**config.mk**
```make
export PLATFORM = sky130hd
export DESIGN_NAME = bmpu_cfg
export DESIGN_NICKNAME = d
export VERILOG_FILES = /design/src/rtl/bmpu_pkg.sv /design/src/rtl/bmpu_cfg.sv
export SDC_FILE = /design/constraint.sdc
export NUM_CORES = 1
export LEC_CHECK = 0
export BUFFER_PORTS_ARGS = -buffer_cell sky130_fd_sc_hd__buf_2
export CAP_MARGIN = 20
export CORE_ASPECT_RATIO = 1.2
export CORE_UTILIZATION = 52
export CTS_BUF_LIST = sky130_fd_sc_hd__clkbuf_8 sky130_fd_sc_hd__clkbuf_16
export DETAILED_ROUTE_END_ITERATION = 6
export HOLD_SLACK_MARGIN = 0.03
export PLACE_DENSITY = 0.9
export SLEW_MARGIN = 0
export SYNTH_ARGS = -nofsm -noshare
export SYNTH_HDL_FRONTEND = slang
export SYNTH_SLANG_ARGS = --single-unit
```
**constraint.sdc**
```tcl
create_clock -name clk_i -period 3.7 [get_ports clk_i]
set_input_delay 0 -clock clk_i [delete_from_list [all_inputs] [get_ports clk_i]]
set_output_delay 0 -clock clk_i [all_outputs]
set_load 0.01 [all_outputs]
```
**src/rtl/bmpu_pkg.sv**
```systemverilog
// Shared types and constants for the BMP pixel unpacker.
// No dependencies; every other file of the block but bmpu_ram imports this package.
package bmpu_pkg;

  localparam int unsigned MAX_WIDTH         = 4096;
  localparam int unsigned MAX_HEIGHT        = 4096;
  localparam int unsigned PALETTE_DEPTH_DEF = 256;

  // APB byte address width for three 32-bit registers.
  localparam int unsigned CFG_AW = 4;

  // Register indexes, taken from paddr[3:2].
  localparam logic [1:0] REG_WIDTH  = 2'd0;
  localparam logic [1:0] REG_HEIGHT = 2'd1;
  localparam logic [1:0] REG_BPP    = 2'd2;

  // Supported pixel depths.
  localparam logic [5:0] BPP_1  = 6'd1;
  localparam logic [5:0] BPP_4  = 6'd4;
  localparam logic [5:0] BPP_8  = 6'd8;
  localparam logic [5:0] BPP_24 = 6'd24;

  localparam logic REQ_PALETTE = 1'b0;
  localparam logic REQ_IMAGE   = 1'b1;

  localparam logic STATUS_OK        = 1'b0;
  localparam logic STATUS_BAD_DEPTH = 1'b1;

  // Settings derived from the configuration registers.
  typedef struct packed {
    logic [12:0] width;      // min(image_width, MAX_WIDTH)
    logic [12:0] height;     // min(image_height, MAX_HEIGHT)
    logic [14:0] pad_len;    // padded row length in bytes
    logic [5:0]  bpp;
    logic        supported;
    logic        clear;      // register write: restart the image
  } cfg_t;

endpackage

```
**src/rtl/bmpu_cfg.sv**
```systemverilog
// APB configuration registers of the BMP pixel unpacker and the row
// settings derived from them. Depends on bmpu_pkg.
module bmpu_cfg (
  input  logic                        clk_i,
  input  logic                        rst_ni,
  input  logic                        psel,
  input  logic                        penable,
  input  logic                        pwrite,
  input  logic [bmpu_pkg::CFG_AW-1:0] paddr,
  input  logic [31:0]                 pwdata,
  output logic [31:0]                 prdata,
  output logic                        pready,
  output bmpu_pkg::cfg_t              cfg_o
);
  import bmpu_pkg::*;

  function automatic logic [14:0] pad_len(input logic [12:0] w, input logic [5:0] bpp);
    logic [17:0] prod;
    logic [18:0] sum;
    case (bpp)
      BPP_1:   prod = {5'b0, w};
      BPP_4:   prod = {3'b0, w, 2'b0};
      BPP_8:   prod = {2'b0, w, 3'b0};
      BPP_24:  prod = {1'b0, w, 4'b0} + {2'b0, w, 3'b0};
      default: prod = '0;
    endcase
    sum = {1'b0, prod} + 19'd31;
    // Row bits rounded up to whole 32-bit words, as bytes: a multiple of four.
    return {sum[17:5], 2'b00};
  endfunction

  logic [12:0] width_q, height_q;
  logic [5:0]  bpp_q;
  logic [12:0] width_eff_q, height_eff_q, width_eff_d, height_eff_d;
  logic [14:0] pad_len_q;
  logic        wr_en;
  logic [1:0]  wr_idx;

  assign pready = 1'b1;
  assign wr_en  = psel && penable && pwrite;
  assign wr_idx = paddr[3:2];

  always_ff @(posedge clk_i or negedge rst_ni) begin
    if (!rst_ni) begin
      width_q  <= 13'd1;
      height_q <= 13'd1;
      bpp_q    <= BPP_24;
    end else if (wr_en) begin
      case (wr_idx)
        REG_WIDTH:  width_q  <= pwdata[12:0];
        REG_HEIGHT: height_q <= pwdata[12:0];
        REG_BPP:    bpp_q    <= pwdata[5:0];
        default:    ;
      endcase
    end
  end

  always_comb begin
    width_eff_d  = width_q;
    height_eff_d = height_q;
    if (32'(width_q) > MAX_WIDTH) begin
      width_eff_d = 13'(MAX_WIDTH);
    end
    if (32'(height_q) > MAX_HEIGHT) begin
      height_eff_d = 13'(MAX_HEIGHT);
    end
  end

  // Derived values are registered; the user must write only while idle, unchecked.
  always_ff @(posedge clk_i or negedge rst_ni) begin
    if (!rst_ni) begin
      width_eff_q  <= 13'd1;
      height_eff_q <= 13'd1;
      pad_len_q    <= pad_len(13'd1, BPP_24);
    end else begin
      width_eff_q  <= width_eff_d;
      height_eff_q <= height_eff_d;
      pad_len_q    <= pad_len(width_eff_d, bpp_q);
    end
  end

  always_comb begin
    case (paddr[3:2])
      REG_WIDTH:  prdata = {19'b0, width_q};
      REG_HEIGHT: prdata = {19'b0, height_q};
      REG_BPP:    prdata = {26'b0, bpp_q};
      default:    prdata = '0;
    endcase
  end

  always_comb begin
    cfg_o.width     = width_eff_q;
    cfg_o.height    = height_eff_q;
    cfg_o.pad_len   = pad_len_q;
    cfg_o.bpp       = bpp_q;
    cfg_o.supported = (bpp_q == BPP_1) || (bpp_q == BPP_4) ||
                      (bpp_q == BPP_8) || (bpp_q == BPP_24);
    cfg_o.clear     = wr_en && (wr_idx == REG_WIDTH || wr_idx == REG_HEIGHT ||
                                wr_idx == REG_BPP);
  end

endmodule

```
# After elaboration in Yosys (flattened, before gate mapping)
# Index checks and enable logic that the tools add are counted.
[totals]
reg_bits = 71
output_inout_bits = 82
elab_cells = 32
[op_classes]
add_sub_neg = 2
magnitude_cmp = 2
n_eq_ne = 6
muxes = 4
reduce_logical = 12
[op_table]
columns = ["cell", "n"]
rows = [
  ["18-bit case mux with 4 select lines", 1],
  ["13-bit case mux with 3 select lines", 1],
  ["13-bit > comparator, second input constant", 2],
  ["13-bit 2-to-1 mux", 2],
  ["17-bit by 16-bit adder with 18-bit output", 1],
  ["18-bit by 5-bit adder with 18-bit output, second input constant", 1],
  ["6-bit by 1-bit equality test with 1-bit output, second input constant", 1],
  ["6-bit by 3-bit equality test with 1-bit output, second input constant", 1],
  ["6-bit by 4-bit equality test with 1-bit output, second input constant", 1],
  ["6-bit by 5-bit equality test with 1-bit output, second input constant", 1],
  ["2-bit AND reduction", 3],
  ["1-bit logical OR", 5],
  ["1-bit logical AND", 3],
  ["2-bit by 1-bit equality test with 1-bit output, second input constant", 1],
  ["2-bit equality test, second input constant", 1],
  ["2-bit logical NOT", 1],
]

# Depth between registers and ports, before layout
[logic_depth]
ltp_word = 5
mapped_depth = 13

# Worst setup path before layout
# Ideal clock, no wire load.
[synth_timing]
path_kind = "reg2reg"
start = "register width_q[12]"
end = "register pad_len_q[13]"
setup_ns = 0.080
t_arrival_ns = 3.216
t_required_ns = 3.620
path_slack_ns = 0.404
stages_incl_launch_ff = 14
cell_sequence = "dfrtp_1 > clkbuf_1 > clkbuf_1 > nor2b_1 > ha_1 > clkbuf_1 > nand2_1 > o211ai_1 > a21oi_1 > o41ai_1 > o22ai_1 > or3_1 > nand4b_1 > xnor2_1"
[synth_via]
elab_chain_len = 5
[synth_lines]
columns = ["item", "line_no", "rtl"]
rows = [
  ["start, declared", "bmpu_cfg.sv:32", "logic [12:0] width_q, height_q;"],
  ["start signal, assigned", "bmpu_cfg.sv:50", "REG_WIDTH: width_q <= pwdata[12:0];"],
  ["13-bit > comparator (*)", "bmpu_cfg.sv:61", "if (32'(width_q) > MAX_WIDTH) begin"],
  ["13-bit 2-to-1 mux (*)", "bmpu_cfg.sv:61", ""],
  ["net width_eff_d[2]", "bmpu_cfg.sv:34", "logic [12:0] width_eff_q, height_eff_q, width_eff_d, height_eff_d;"],
  ["17-bit by 16-bit adder with 18-bit output", "bmpu_cfg.sv:24", "BPP_24: prod = {1'b0, w, 4'b0} + {2'b0, w, 3'b0};"],
  ["18-bit case mux with 4 select lines (*)", "bmpu_cfg.sv:20", "case (bpp)"],
  ["18-bit by 5-bit adder with 18-bit output (*)", "bmpu_cfg.sv:27", "sum = {1'b0, prod} + 19'd31;"],
  ["end signal, assigned", "bmpu_cfg.sv:74", "pad_len_q <= pad_len(13'd1, BPP_24);"],
  ["end signal, assigned", "bmpu_cfg.sv:78", "pad_len_q <= pad_len(width_eff_d, bpp_q);"],
  ["end, declared", "bmpu_cfg.sv:35", "logic [14:0] pad_len_q;"],
]
# The timed path passes the listed nets; every way through them passes the cells marked *.
# A chain may end at the register's enable or synchronous reset.

# Worst setup path in the final report
[layout_timing]
start = "register width_q[12]"
end = "register pad_len_q[11]"
# Same word-level chain as after synthesis.

==> results.sh <==
export IMPL_diodes=0
export IMPL_synth_edf_count=0
export IMPL_tns_ns=0
export IMPL_cap_violations=0
export IMPL_p_per_area_nw_per_um2=568
export IMPL_postCtsSetupBuffers=0
export IMPL_cp_required_ns=3.98
export IMPL_min_path_type="input pin to async pin"
export IMPL_area_growth_pct=18.6
export IMPL_io_pins=123
export IMPL_die_w_microns=82.2
export IMPL_avgSynthCellArea_sq_um=10.5
export IMPL_firstDrtPassIters=5
export IMPL_fin_nets=527
export IMPL_skew_ns=0.0165
export IMPL_power_w=0.00271
export IMPL_clk_pin_slew_worst_paths_ns=0.09
export IMPL_critPathLaunch="width_q[12]$_DFFE_PN0P_"
export IMPL_portBuffers=79
export IMPL_clockRootBuffer="clkbuf_8"
export IMPL_rows=34
export IMPL_slew_headroom=0.370
export IMPL_vdd_ir_drop_max_uv=412
export IMPL_setup_viol=0
export IMPL_gp_congestion=0.916
export IMPL_die_area_sq_um=8080
export IMPL_clock_latency_ns=0.36
export IMPL_startpoint_type="flop"
export IMPL_yosys_warnings=0
export IMPL_grt_overflow_total=0
export IMPL_syn_area_sq_um=4020
export IMPL_path_max_fanout=18
export IMPL_final_max_slew_violation_count=0
export IMPL_drt_iter0_drc=293
export IMPL_crit_path_end_kind="flop"
export IMPL_grtUsageMet2=0.439
export IMPL_tightest_slew_ns=0.944
export IMPL_grt_start_max_net_pins=42
export IMPL_htreeDepth=3
export IMPL_met1_usage=0.304
export IMPL_grt_first_pass_wirelength_microns=15600
export IMPL_syn_inst=384
export IMPL_ys_ff_latch=71
export IMPL_hold_violations=0
export IMPL_routed_via_density=5.80
export IMPL_critPathKind="flop to flop"
export IMPL_cp_arrival_ns=3.64
export IMPL_layout_drive_gt1_share=0.315
export IMPL_rsz0062_at_grt="false"
export IMPL_async_flop_share=1.00
export IMPL_numCtsBuffers=9
export IMPL_clock_sinks=71
export IMPL_instances_no_fill=569
export IMPL_wl_per_cell_microns=17.0
export IMPL_fp_coreArea_sq_um=7360
export IMPL_cts_hold_buf=14
export IMPL_cts_buffer_depth=2
export IMPL_fin_util=0.647
export IMPL_cts_tree="yes"
export IMPL_ys_seq_area_frac=0.444
export IMPL_busiest_layer="met2"
export IMPL_initial_core_util=0.546
export IMPL_drcViolationCount=0
export IMPL_placedCellCount=538
export IMPL_p_leak_nw=2.30
export IMPL_die_h_microns=98.3
export IMPL_fmax_ghz=0.298
export IMPL_hpwl_microns=6730
export IMPL_grt_pass1_vias=3218
export IMPL_synth_cell_types=66
export IMPL_track_usage=0.258
export IMPL_antenna_found_initial=0
export IMPL_status="finished, final reports clean"
export IMPL_post_route_period_util=0.908
export IMPL_r2r_start="width_q[12]$_DFFE_PN0P_"
export IMPL_wl_microns=9700
export IMPL_ant_nets=0
export IMPL_ys_flop_type="dfrtp_1"
export IMPL_use_met3=0.0542
export IMPL_cts_resized=0
export IMPL_fin_crit_ns=3.36
export IMPL_vias=3298
==> area by class of cell <==
cell class,instances,area (sq um)
sequential,71,1790
clock buffer,9,124
multi-input combinational,285,2040
tap,90,113
inverter,10,37.5
timing repair buffer,97,569
fill,577,2600
clock inverter,7,97.6
==> routing by layer <==
layer,vias to the layer above,part of all wire
met5,-,0
met4,0,0.027
met3,29,0.063
met2,169,0.53
met1,1595,0.38
li1,1505,-
==> stage by stage <==
| step | instance area (sq um) | setup WS, ns | hold slack (ns) |
|---|---|---|---|
| after floorplan | 4090 | 0.404 | -0.296 |
| after global placement | 4390 | 0.606 | 0.0521 |
| after detailed placement | 4390 | 0.473 | 0.0687 |
| after CTS | 4750 | 0.377 | 0.212 |
| after global routing | 4760 | 0.122 | 0.261 |
| final | 4760 | 0.341 | 0.193 |
==> worst paths after layout <==
path | to | slack, ns | depth (start not counted)
min in group clk_i | width_q[2]$_DFFE_PN0P_ | 0.26 | 4
setup reg to reg | pad_len_q[11]$_DFF_PN0_ | 0.34 | 11
hold / removal | height_eff_q[9]$_DFF_PN0_ | 0.19 | 2
hold reg to reg | height_eff_q[0]$_DFF_PN1_ | 0.50 | 1
setup / recovery | pad_len_q[11]$_DFF_PN0_ | 0.34 | 11
max in group asynchronous | bpp_q[4]$_DFFE_PN1P_ | 2.52 | 3
==> worst max-delay path, cell delays in order, from the launching register on <==
cell and delay (ns):
dfrtp_1 0.44, buf_4 0.23, nor2b_1 0.32, ha_1 0.37, a21oi_1 0.24, o211ai_1 0.22
a211oi_1 0.24, a41o_1 0.14, a21o_1 0.18, nor4b_2 0.36, or3b_1 0.38, a21boi_1 0.15
==> power by group <==
group          internal (W)  switching [W]  total, W
combinational      0.000387       0.000510  0.000897
clock              0.000383       0.000322  0.000705
sequential         0.000947       0.000158   0.00110
==> placed cells by master, fill, tap and decap left out, types with 14 or more instances in the layout <==
cell type,n
dfrtp_1,64
nand2_1,18
mux2_2,29
o21ai_0,15
conb_1,22
dlygate4sd3_1,14
a21oi_1,19
nor2b_1,25
buf_2,79
nor2_1,30
==> logic make-up (layout without fill, tap and decap cells) <==
| group | Yosys count | count (layout) | share of synthesized area |
|---|---|---|---|
| and+or+nand+nor | 122 | 122 | 0.173 |
| AOI/OAI and AO/OA | 73 | 73 | 0.129 |
| buffers and inverters | 48 | 123 | 0.0685 |
| muxes | 42 | 42 | 0.114 |
| DFF | 71 | 71 | 0.444 |
| other | 2 | 22 | 0.00187 |
| xor gates and xnor gates | 14 | 14 | 0.0305 |
| adders and majority gates | 12 | 12 | 0.0392 |
==> synth_stat cells (all sizes together), types with 2 or more instances <==
| cell | count | share of area |
|---|---|---|
| a22oi | 6 | 0.015 |
| nor4 | 4 | 0.0078 |
| ha | 11 | 0.034 |
| o21a | 3 | 0.0056 |
| and3 | 3 | 0.0053 |
| nor3b | 3 | 0.0068 |
| nor4b | 2 | 0.0097 |
| xnor2 | 10 | 0.022 |
| nor3 | 8 | 0.014 |
| or3 | 3 | 0.0047 |
| o221a | 2 | 0.0078 |
| o21ai | 15 | 0.019 |
| nand2b | 3 | 0.0047 |
| conb | 2 | 0.0019 |
| nor2b | 25 | 0.039 |
| inv | 10 | 0.0093 |
| mux2i | 13 | 0.032 |
| dfstp | 7 | 0.046 |
| nand3 | 12 | 0.015 |
| o211ai | 2 | 0.0037 |
| dfrtp | 64 | 0.40 |
| and2 | 3 | 0.0050 |
| a211oi | 4 | 0.0075 |
| mux2 | 29 | 0.081 |
| xor2 | 4 | 0.0087 |
| a221oi | 4 | 0.010 |
| a22o | 2 | 0.0044 |
| buf | 25 | 0.047 |
| clkbuf | 13 | 0.012 |
| a21oi | 19 | 0.024 |
| o22ai | 3 | 0.0047 |
| o21bai | 2 | 0.0037 |
| nand2 | 19 | 0.018 |
| nor2 | 30 | 0.028 |
| a31oi | 2 | 0.0031 |
==> sequential cells by signal, summed over array words and instances, names as in the netlist <==
name          cells
width_q          13
width_eff_q      13
bpp_q             6
pad_len_q        13
height_eff_q     13
height_q         13
(Power assumes the default switching activity.)
